### config.mk
export PLATFORM = sky130hd
export DESIGN_NAME = ipf_ctrl_flat
export DESIGN_NICKNAME = d
export VERILOG_FILES = /design/src/rtl/ipf_pkg.sv /design/src/rtl/ipf_if.sv /design/src/rtl/ipf_ctrl.sv /design/src/flat_wrapper.sv
export SDC_FILE = /design/constraint.sdc
export NUM_CORES = 1
export LEC_CHECK = 0
export ABC_AREA = 1
export BUFFER_PORTS_ARGS = -buffer_cell sky130_fd_sc_hd__buf_2
export CAP_MARGIN = 20
export CORE_MARGIN = 3
export CORE_UTILIZATION = 50
export CTS_BUF_LIST = sky130_fd_sc_hd__clkbuf_4 sky130_fd_sc_hd__clkbuf_8 sky130_fd_sc_hd__clkbuf_16
export DETAILED_ROUTE_END_ITERATION = 8
export GPL_TIMING_DRIVEN = 0
export MAX_ROUTING_LAYER = met4
export PLACE_DENSITY = 0.88
export SLEW_MARGIN = 10
export SYNTH_ARGS = -nofsm -noshare
export SYNTH_HDL_FRONTEND = slang
export SYNTH_SLANG_ARGS = --single-unit
### constraint.sdc
create_clock -name clk -period 4.18 [get_ports clk]
set_input_delay 1.045 -clock clk [delete_from_list [all_inputs] [get_ports clk]]
set_output_delay 1.045 -clock clk [all_outputs]
set_load 0.005 [all_outputs]
### src/rtl/ipf_pkg.sv
// ----------------------------------------------------------------------------
// ipf_pkg: shared types and constants for the integer printf formatter
// Verb codes, character constants and the controller/datapath command bus.
// ----------------------------------------------------------------------------
package ipf_pkg;

  localparam int MaxWidth    = 64;
  localparam int ResultSlots = 64;
  localparam int WidthCap    = (MaxWidth < ResultSlots) ? MaxWidth : ResultSlots;
  localparam int DigW        = 7;   // digit count, up to 64

  // ceil(2^23 / 10); exact quotient for any dividend below 2^22
  localparam logic [19:0] Recip10 = 20'hCCCCD;

  localparam logic [2:0] OP_SDEC = 3'd0;
  localparam logic [2:0] OP_UDEC = 3'd1;
  localparam logic [2:0] OP_HEXL = 3'd2;
  localparam logic [2:0] OP_HEXU = 3'd3;
  localparam logic [2:0] OP_OCT  = 3'd4;
  localparam logic [2:0] OP_BIN  = 3'd5;
  localparam logic [2:0] OP_CHAR = 3'd6;
  localparam logic [2:0] OP_PTR  = 3'd7;

  localparam logic [7:0] CH_SPACE = 8'h20;
  localparam logic [7:0] CH_ZERO  = 8'h30;
  localparam logic [7:0] CH_MINUS = 8'h2d;
  localparam logic [7:0] CH_PLUS  = 8'h2b;
  localparam logic [7:0] CH_X     = 8'h78;

  typedef struct packed {
    logic       load;       // capture a new request
    logic       div_step;   // one division step (decimal)
    logic       div_start;  // start a new division on the working value
    logic       push;       // push the digit just produced
    logic       shift_out;  // base 2^k digit push
    logic       pop;        // pop one digit
  } ipf_cmd_t;

  typedef struct packed {
    logic            div_done;
    logic            val_zero;
    logic [DigW-1:0] ndig;
    logic            neg;
  } ipf_sts_t;

  function automatic logic [7:0] hex_char(input logic [3:0] d, input logic upper);
    logic [7:0] c;
    if (d < 4'd10) c = CH_ZERO + {4'd0, d};
    else if (upper) c = 8'h41 + {4'd0, d} - 8'd10;
    else c = 8'h61 + {4'd0, d} - 8'd10;
    return c;
  endfunction

endpackage

### src/rtl/ipf_if.sv
// ----------------------------------------------------------------------------
// ipf_req_if / ipf_chr_if: valid/ready channels of the formatter
// Request word in, one character word out.
// ----------------------------------------------------------------------------
interface ipf_req_if;
  logic        valid;
  logic        ready;
  logic [2:0]  opcode;
  logic [63:0] value;
  logic        is_wide;
  logic        left_align;
  logic        force_plus;
  logic        zero_fill;
  logic        space_sign;
  logic [6:0]  field_width;
  modport source (output valid, opcode, value, is_wide, left_align, force_plus,
                  zero_fill, space_sign, field_width, input ready);
  modport sink (input valid, opcode, value, is_wide, left_align, force_plus,
                zero_fill, space_sign, field_width, output ready);
endinterface

interface ipf_chr_if;
  logic       valid;
  logic       ready;
  logic [7:0] out_char;
  logic       is_last;
  modport source (output valid, out_char, is_last, input ready);
  modport sink (input valid, out_char, is_last, output ready);
endinterface

### src/rtl/ipf_ctrl.sv
// ----------------------------------------------------------------------------
// ipf_ctrl: request sequencer
// Captures a request, drives digit conversion, then counts out padding, sign,
// prefix and digits to the output register, one word per cycle unless stalled.
// ----------------------------------------------------------------------------
module ipf_ctrl (
  input  logic              clk,
  input  logic              rst_n,
  ipf_req_if.sink           req,
  ipf_chr_if.source         chr,
  output ipf_pkg::ipf_cmd_t cmd,
  input  ipf_pkg::ipf_sts_t sts,
  input  logic [3:0]        top_digit
);
  import ipf_pkg::*;

  localparam logic [2:0] S_IDLE  = 3'd0;
  localparam logic [2:0] S_CONV  = 3'd1;
  localparam logic [2:0] S_DIV   = 3'd2;
  localparam logic [2:0] S_PLAN  = 3'd3;
  localparam logic [2:0] S_EMIT  = 3'd4;

  localparam logic [2:0] P_LPAD  = 3'd0;
  localparam logic [2:0] P_SIGN  = 3'd1;
  localparam logic [2:0] P_ZPAD  = 3'd2;
  localparam logic [2:0] P_PFX0  = 3'd3;
  localparam logic [2:0] P_PFXX  = 3'd4;
  localparam logic [2:0] P_BODY  = 3'd5;
  localparam logic [2:0] P_RPAD  = 3'd6;

  logic [2:0]  state_r, state_nxt;
  logic [2:0]  phase_r, phase_nxt;
  logic [2:0]  op_r;
  logic        left_r, plus_r, zero_r, space_r;
  logic [6:0]  width_r;
  logic [7:0]  char_r;
  logic [6:0]  pad_r, pad_nxt;
  logic [6:0]  cnt_r, cnt_nxt;
  logic        has_sign;
  logic [7:0]  sign_ch;
  logic [6:0]  total;
  logic [6:0]  wcap;
  logic        ov_r, ov_nxt;
  logic [7:0]  och_r, och_nxt;
  logic        olast_r, olast_nxt;
  logic        slot_free;
  logic        emit;
  logic        last_cond;
  logic [2:0]  nph;

  assign slot_free = !ov_r || chr.ready;
  assign req.ready = (state_r == S_IDLE);

  assign has_sign = (op_r == OP_SDEC) && (sts.neg || plus_r || space_r);
  assign sign_ch  = sts.neg ? CH_MINUS : (plus_r ? CH_PLUS : CH_SPACE);
  assign total    = sts.ndig + {6'd0, has_sign} + ((op_r == OP_PTR) ? 7'd2 : 7'd0)
                  + ((op_r == OP_CHAR) ? 7'd1 : 7'd0);
  assign wcap     = (width_r > 7'(WidthCap)) ? 7'(WidthCap) : width_r;

  // next phase after the current one; ZPAD precedes the pointer prefix
  function automatic logic [2:0] after(input logic [2:0] p, input logic [2:0] op,
                                       input logic l, input logic hs);
    logic [2:0] n;
    unique case (p)
      P_LPAD: n = hs ? P_SIGN : P_ZPAD;
      P_SIGN: n = P_ZPAD;
      P_ZPAD: n = (op == OP_PTR) ? P_PFX0 : P_BODY;
      P_PFX0: n = P_PFXX;
      P_PFXX: n = P_BODY;
      P_BODY: n = l ? P_RPAD : P_LPAD;
      default: n = P_LPAD;
    endcase
    return n;
  endfunction

  always_comb begin
    state_nxt = state_r;
    phase_nxt = phase_r;
    pad_nxt   = pad_r;
    cnt_nxt   = cnt_r;
    ov_nxt    = ov_r && !chr.ready;
    och_nxt   = och_r;
    olast_nxt = olast_r;
    cmd       = '0;
    emit      = 1'b0;
    last_cond = 1'b0;
    nph       = phase_r;
    unique case (state_r)
      S_IDLE: begin
        if (req.valid) begin
          cmd.load  = 1'b1;
          state_nxt = S_CONV;
        end
      end
      S_CONV: begin
        if (op_r == OP_CHAR) begin
          state_nxt = S_PLAN;
        end else if (sts.val_zero) begin
          if (sts.ndig == '0) cmd.shift_out = 1'b1;  // lone '0'
          state_nxt = S_PLAN;
        end else if (op_r == OP_SDEC || op_r == OP_UDEC) begin
          cmd.div_start = 1'b1;
          state_nxt     = S_DIV;
        end else begin
          cmd.shift_out = 1'b1;
        end
      end
      S_DIV: begin
        if (sts.div_done) begin
          cmd.push  = 1'b1;
          state_nxt = S_CONV;
        end else begin
          cmd.div_step = 1'b1;
        end
      end
      S_PLAN: begin
        pad_nxt   = (wcap > total) ? (wcap - total) : 7'd0;
        phase_nxt = P_LPAD;
        if (left_r || zero_r) phase_nxt = has_sign ? P_SIGN : P_ZPAD;
        if (left_r && !has_sign) phase_nxt = (op_r == OP_PTR) ? P_PFX0 : P_BODY;
        cnt_nxt   = '0;
        state_nxt = S_EMIT;
      end
      default: begin
        // S_EMIT: skip empty pad phases without spending a word
        priority if ((phase_r == P_LPAD || phase_r == P_ZPAD || phase_r == P_RPAD)
                     && (cnt_r >= pad_r ||
                         (phase_r == P_ZPAD && (left_r || !zero_r)) ||
                         (phase_r == P_LPAD && zero_r))) begin
          if (phase_r == P_RPAD) begin
            state_nxt = S_IDLE;  // unreachable when a word is pending
          end else begin
            phase_nxt = after(phase_r, op_r, left_r, has_sign);
            cnt_nxt   = '0;
          end
        end else if (slot_free) begin
          emit = 1'b1;
          unique case (phase_r)
            P_SIGN:  och_nxt = sign_ch;
            P_ZPAD:  och_nxt = CH_ZERO;
            P_PFX0:  och_nxt = CH_ZERO;
            P_PFXX:  och_nxt = CH_X;
            P_BODY:  och_nxt = (op_r == OP_CHAR) ? char_r
                               : hex_char(top_digit, op_r == OP_HEXU);
            default: och_nxt = CH_SPACE;
          endcase
          cnt_nxt = cnt_r + 7'd1;
          if (phase_r == P_BODY && op_r != OP_CHAR) cmd.pop = 1'b1;
          unique case (phase_r)
            P_BODY: last_cond = (op_r == OP_CHAR || sts.ndig == 7'd1)
                                && (!left_r || pad_r == '0);
            P_RPAD: last_cond = (cnt_r + 7'd1 == pad_r);
            default: last_cond = 1'b0;
          endcase
          if (phase_r == P_BODY)
            nph = (op_r == OP_CHAR || sts.ndig == 7'd1) ? P_RPAD : P_BODY;
          else if (phase_r == P_RPAD || phase_r == P_LPAD || phase_r == P_ZPAD)
            nph = (cnt_r + 7'd1 >= pad_r) ? after(phase_r, op_r, left_r, has_sign)
                                           : phase_r;
          else
            nph = after(phase_r, op_r, left_r, has_sign);
          if (nph != phase_r) cnt_nxt = '0;
          phase_nxt = nph;
          ov_nxt    = 1'b1;
          olast_nxt = last_cond;
          if (last_cond) state_nxt = S_IDLE;
        end
      end
    endcase
  end

  always_ff @(posedge clk) begin
    if (!rst_n) begin
      state_r <= S_IDLE;
      ov_r    <= 1'b0;
    end else begin
      state_r <= state_nxt;
      ov_r    <= ov_nxt;
    end
    phase_r <= phase_nxt;
    pad_r   <= pad_nxt;
    cnt_r   <= cnt_nxt;
    och_r   <= och_nxt;
    olast_r <= olast_nxt;
    if (req.valid && req.ready) begin
      op_r    <= req.opcode;
      left_r  <= req.left_align;
      plus_r  <= req.force_plus;
      zero_r  <= req.zero_fill;
      space_r <= req.space_sign;
      width_r <= req.field_width;
      char_r  <= req.value[7:0];
    end
  end

  assign chr.valid    = ov_r;
  assign chr.out_char = och_r;
  assign chr.is_last  = olast_r;

`ifndef SYNTHESIS
  a_emit_slot: assert property (@(posedge clk) disable iff (!rst_n)
    emit |-> slot_free) else $error("word overwritten");
  a_idle_after_last: assert property (@(posedge clk) disable iff (!rst_n)
    (emit && last_cond) |=> state_r == S_IDLE) else $error("field not closed");
  a_hold: assert property (@(posedge clk) disable iff (!rst_n)
    (ov_r && !chr.ready) |=> ov_r && $stable(och_r)) else $error("word dropped");
`endif
endmodule

### src/flat_wrapper.sv
// flat-port wrapper written by rule: the top's interface ports become plain ports
module ipf_ctrl_flat import ipf_pkg::*;
  (clk, rst_n, cmd, sts, top_digit, req_valid, req_opcode, req_value, req_is_wide, req_left_align, req_force_plus, req_zero_fill, req_space_sign, req_field_width, req_ready, chr_valid, chr_out_char, chr_is_last, chr_ready);
  ipf_req_if req_i ();
  ipf_chr_if chr_i ();
  input  logic clk;
  input  logic rst_n;
  output ipf_pkg::ipf_cmd_t cmd;
  input  ipf_pkg::ipf_sts_t sts;
  input  logic [3:0] top_digit;
  input wire logic [$bits(req_i.valid)-1:0] req_valid;
  input wire logic [$bits(req_i.opcode)-1:0] req_opcode;
  input wire logic [$bits(req_i.value)-1:0] req_value;
  input wire logic [$bits(req_i.is_wide)-1:0] req_is_wide;
  input wire logic [$bits(req_i.left_align)-1:0] req_left_align;
  input wire logic [$bits(req_i.force_plus)-1:0] req_force_plus;
  input wire logic [$bits(req_i.zero_fill)-1:0] req_zero_fill;
  input wire logic [$bits(req_i.space_sign)-1:0] req_space_sign;
  input wire logic [$bits(req_i.field_width)-1:0] req_field_width;
  output wire logic [$bits(req_i.ready)-1:0] req_ready;
  output wire logic [$bits(chr_i.valid)-1:0] chr_valid;
  output wire logic [$bits(chr_i.out_char)-1:0] chr_out_char;
  output wire logic [$bits(chr_i.is_last)-1:0] chr_is_last;
  input wire logic [$bits(chr_i.ready)-1:0] chr_ready;
  assign req_i.valid = req_valid;
  assign req_i.opcode = req_opcode;
  assign req_i.value = req_value;
  assign req_i.is_wide = req_is_wide;
  assign req_i.left_align = req_left_align;
  assign req_i.force_plus = req_force_plus;
  assign req_i.zero_fill = req_zero_fill;
  assign req_i.space_sign = req_space_sign;
  assign req_i.field_width = req_field_width;
  assign req_ready = req_i.ready;
  assign chr_valid = chr_i.valid;
  assign chr_out_char = chr_i.out_char;
  assign chr_is_last = chr_i.is_last;
  assign chr_i.ready = chr_ready;
  ipf_ctrl u_core (.clk(clk), .rst_n(rst_n), .req(req_i), .chr(chr_i), .cmd(cmd), .sts(sts), .top_digit(top_digit));
endmodule
==> impl_metrics.ini <==
[routing]
dr_total_vias = 3005
drt_iter0_markers = 176
ant_nets = 0
firstDrtPassIters = 5
wl_per_cell_um = 13.41
vias_per_cell = 5.395
remaining_drc_errors = 0
routed_wl_mm = 7.472

[sta]
finalMaxSlewViolations = 0
finalCriticalPeriod_ps = 3824
timing.final.ws_setup_ps = 355.5
hold-worst-slack_ps = 582.6
period_share = 0.9149
fmax_ghz = 0.2615
setup_viol_count_final = 0
rsz0062_at_grt = no
finalHoldViolCount = 0
slew_headroom = 0.3930
clock_skew_ps = 15.17
tightest_slew_ps = 905.5

[die]
die_area_um2 = 7966
die_h_um = 89.26
rows = 29
core_um2 = 6531
die_width_um = 89.26
start_util = 0.5307
io_pins = 114

[pwr]
p_sw_w = 0.001192
finalPower_w = 0.002636
p_clk_frac = 0.116
switching_share = 0.4523
max-vdd-ir-drop_mv = 0.2806
combinationalPowerShare = 0.527
p_seq_frac = 0.357
power.density_nw_per_um2 = 664.6
internal_power_w = 0.001444
p_leak_nw = 1.883

[global_routing]
grt_pass1_vias = 2907
grt-ovfl-total = 0
grt_pass1_wl_mm = 12.27
grt-busiest-layer = met2
met3_usage = 0.04240
grt_max_degree = 21
use_met2 = 0.3315
antenna_found_initial = 0
grt_usage = 0.2027
use_met1 = 0.2504

[cts]
h-tree-depth = 2
postCtsSetupBuffers = 0
clkLatencyLatePin_ps = 320
cts.sinks = 52
max-clock-path-buffers = 2
cts_tree = yes
cts-buffers-inserted = 5
ctsHoldBuffers = 0
clkTransAtPathRegs_ps = 100
cts_root_buf = clkbuf_8

[setup_path]
crit_path_end_kind = register
path_max_fanout = 7
crit_buf_inv = 5
reg2regPathDepth = 18
slowest_delay_ps = 400
path_class = input pin to register
crit_cells = 20
cp_common_cell = inv_1
crit_slowest_cell = fa_1
required_ps = 4330
arrival_ps = 3970
rrSetupSlack_ps = 510
crit_chain = buf_2 > nor2_1 > nand2_1 > nand3_1 > inv_1 > fa_1 > inv_1 > fa_1 > nor2_1 > nand2_1 > nor3_1 > xor2_1 > inv_1 > ha_1 > inv_1 > nor3_1 > nand2_1 > o311ai_1 > o21ai_2 > nor3b_1
start_kind = input pin
crit_family = simple AND/OR/NAND/NOR gates

[outcome]
status = completed

[logic_synthesis]
synth_edf_count = 48
synth_top_cells_by_area = edfxtp_1, ha_1, inv_1, nand2_1, nor2_1
synth_area_leader_cell = edfxtp_1
async_reset_ff_frac = 0
synth_common_cells = inv_1, nand2_1, nor2_1
synth_fp_nets = 538
synth_ff_type = edfxtp_1
synth.distinct_cells = 37
yosysSeqAreaShare = 0.4390
synth.avg_cell_area_um2 = 8.372
syn_area_um2 = 3466
synth_most_common_cell = inv_1
yosys_warnings = 0
ys_ff_latch = 52
synth_top_area_frac = 0.4159
synthCells = 414

[finish]
fin_nets = 603
design_area_um2 = 3966
multi_input_area_um2 = 1650
n_antenna_cell = 0
nFillCells = 573
regArea_um2 = 1521
drive_gt1_frac = 0.1875
stdcell_count = 557
area_growth_pct = 14.44

[place]
dp.cells = 549
gp_congestion = 0.9566
place_area_um2 = 3867
hpwl_mm = 6.091
dp_slack_ps = -85.32
port_buffers = 56

[worst_hold_path]
min_path_type = register to register
hold_path_depth = 2

[run]
cap_violations = 0
[worst reg2reg max path: cells and delay by family (launching register included)]
| family | cells | cell delay (ps) |
|---|---|---|
| flip-flops | 1 | 440 |
| AND/OR/NAND/NOR | 8 | 1350 |
| XOR/XNOR | 1 | 190 |
| adder cells (fa/ha/maj) | 3 | 910 |
| buffers and inverters | 4 | 380 |
| AO/OA/AOI/OAI | 2 | 250 |
[final timing paths]
kind / from / to
setup / recovery: sts[0] / u_core.pad_r[3]$_SDFFCE_PP0P_
hold / removal: u_core.char_r[5]$_DFFE_PP_ / u_core.chr.out_char[5]$_DFFE_PP_
setup reg to reg: u_core.op_r[1]$_DFFE_PP_ / u_core.pad_r[3]$_SDFFCE_PP0P_
hold reg to reg: u_core.char_r[5]$_DFFE_PP_ / u_core.chr.out_char[5]$_DFFE_PP_
[state kept, by name, indices dropped and copies added, names as in the netlist]
name and flops:
u_core.char_r 8, u_core.chr.out_char 8, u_core.cnt_r 7, u_core.pad_r 7, u_core.width_r 7, u_core.op_r 3
u_core.phase_r 3, u_core.state_r 3, u_core.chr.is_last 1, u_core.chr.valid 1, u_core.left_r 1, u_core.plus_r 1
u_core.space_r 1, u_core.zero_r 1
[stage by stage]
step           setup TNS, ps  utilization
6_report                   0       0.6073
5_1_grt                    0       0.6073
4_1_cts                    0       0.6067
3_5_place_dp          -164.7       0.5921
3_3_place_gp               0       0.5883
2_1_floorplan              0            -
[layout by cell type (no fill, tap or decap), types with 2 or more instances in the layout]
cell type and count:
nand2_2 6, clkbuf_8 5, a21oi_1 17, nand3b_1 3, inv_2 3, xnor2_1 2
or2_2 2, nor2_1 53, o21bai_1 2, edfxtp_1 48, buf_2 56, clkinv_4 2
o21ai_0 18, inv_1 75, o311ai_1 2, dfxtp_1 4, nand2_1 69, nor3_1 8
a21oi_2 2, clkbuf_1 2, nand3_1 32, a31oi_1 3, nand4_1 7, nor2_2 5
fa_1 3, xor2_1 10, nor3b_1 2, ha_1 24
[power by group through the flow]
stage / Sequential [W] / Combinational (W) / Clock [W]
6_report: 0.000941 / 0.00139 / 0.000306
5_1_grt: 0.000962 / 0.00159 / 0.000327
4_1_cts: 0.000941 / 0.00138 / 0.000308
3_5_place_dp: 0.000953 / 0.00137 / 0
3_3_place_gp: 0.000950 / 0.00130 / 0
2_1_floorplan: 0.000924 / 0.00102 / 0
[cells by family after synthesis]
logic type / count (synthesis) / share of synthesized area
buffers and inverters: 80 / 0.08664
and+or+nand+nor: 192 / 0.2538
adders and majority gates: 27 / 0.1040
AOI/OAI and AO/OA: 51 / 0.08629
xor gates and xnor gates: 12 / 0.03032
DFF: 52 / 0.4390
[cell type report]
class                      instances  area share
sequential                        52      0.3836
clock inverter                     3    0.006625
clock buffer                       5     0.01735
buffer                             2    0.001893
multi-input combinational        282      0.4161
timing repair buffer              58     0.07634
inverter                          78     0.07382
tap                               77     0.02429
[routing by layer]
| metal | vias up | wire length (um) | share of wire |
|---|---|---|---|
| met4 | 0 | 89 | 0.012 |
| li1 | 1501 | - | - |
| met5 | - | 0 | 0 |
| met2 | 99 | 3627 | 0.49 |
| met3 | 10 | 502 | 0.067 |
| met1 | 1395 | 3253 | 0.44 |
[what timing repair did]
item | CTS | global route
endpoints found under the hold margin | 0 | 0
resized for setup | 0 | 2
endpoints found under the setup margin | 0 | 5
Power figures use the tool's default switching activity.
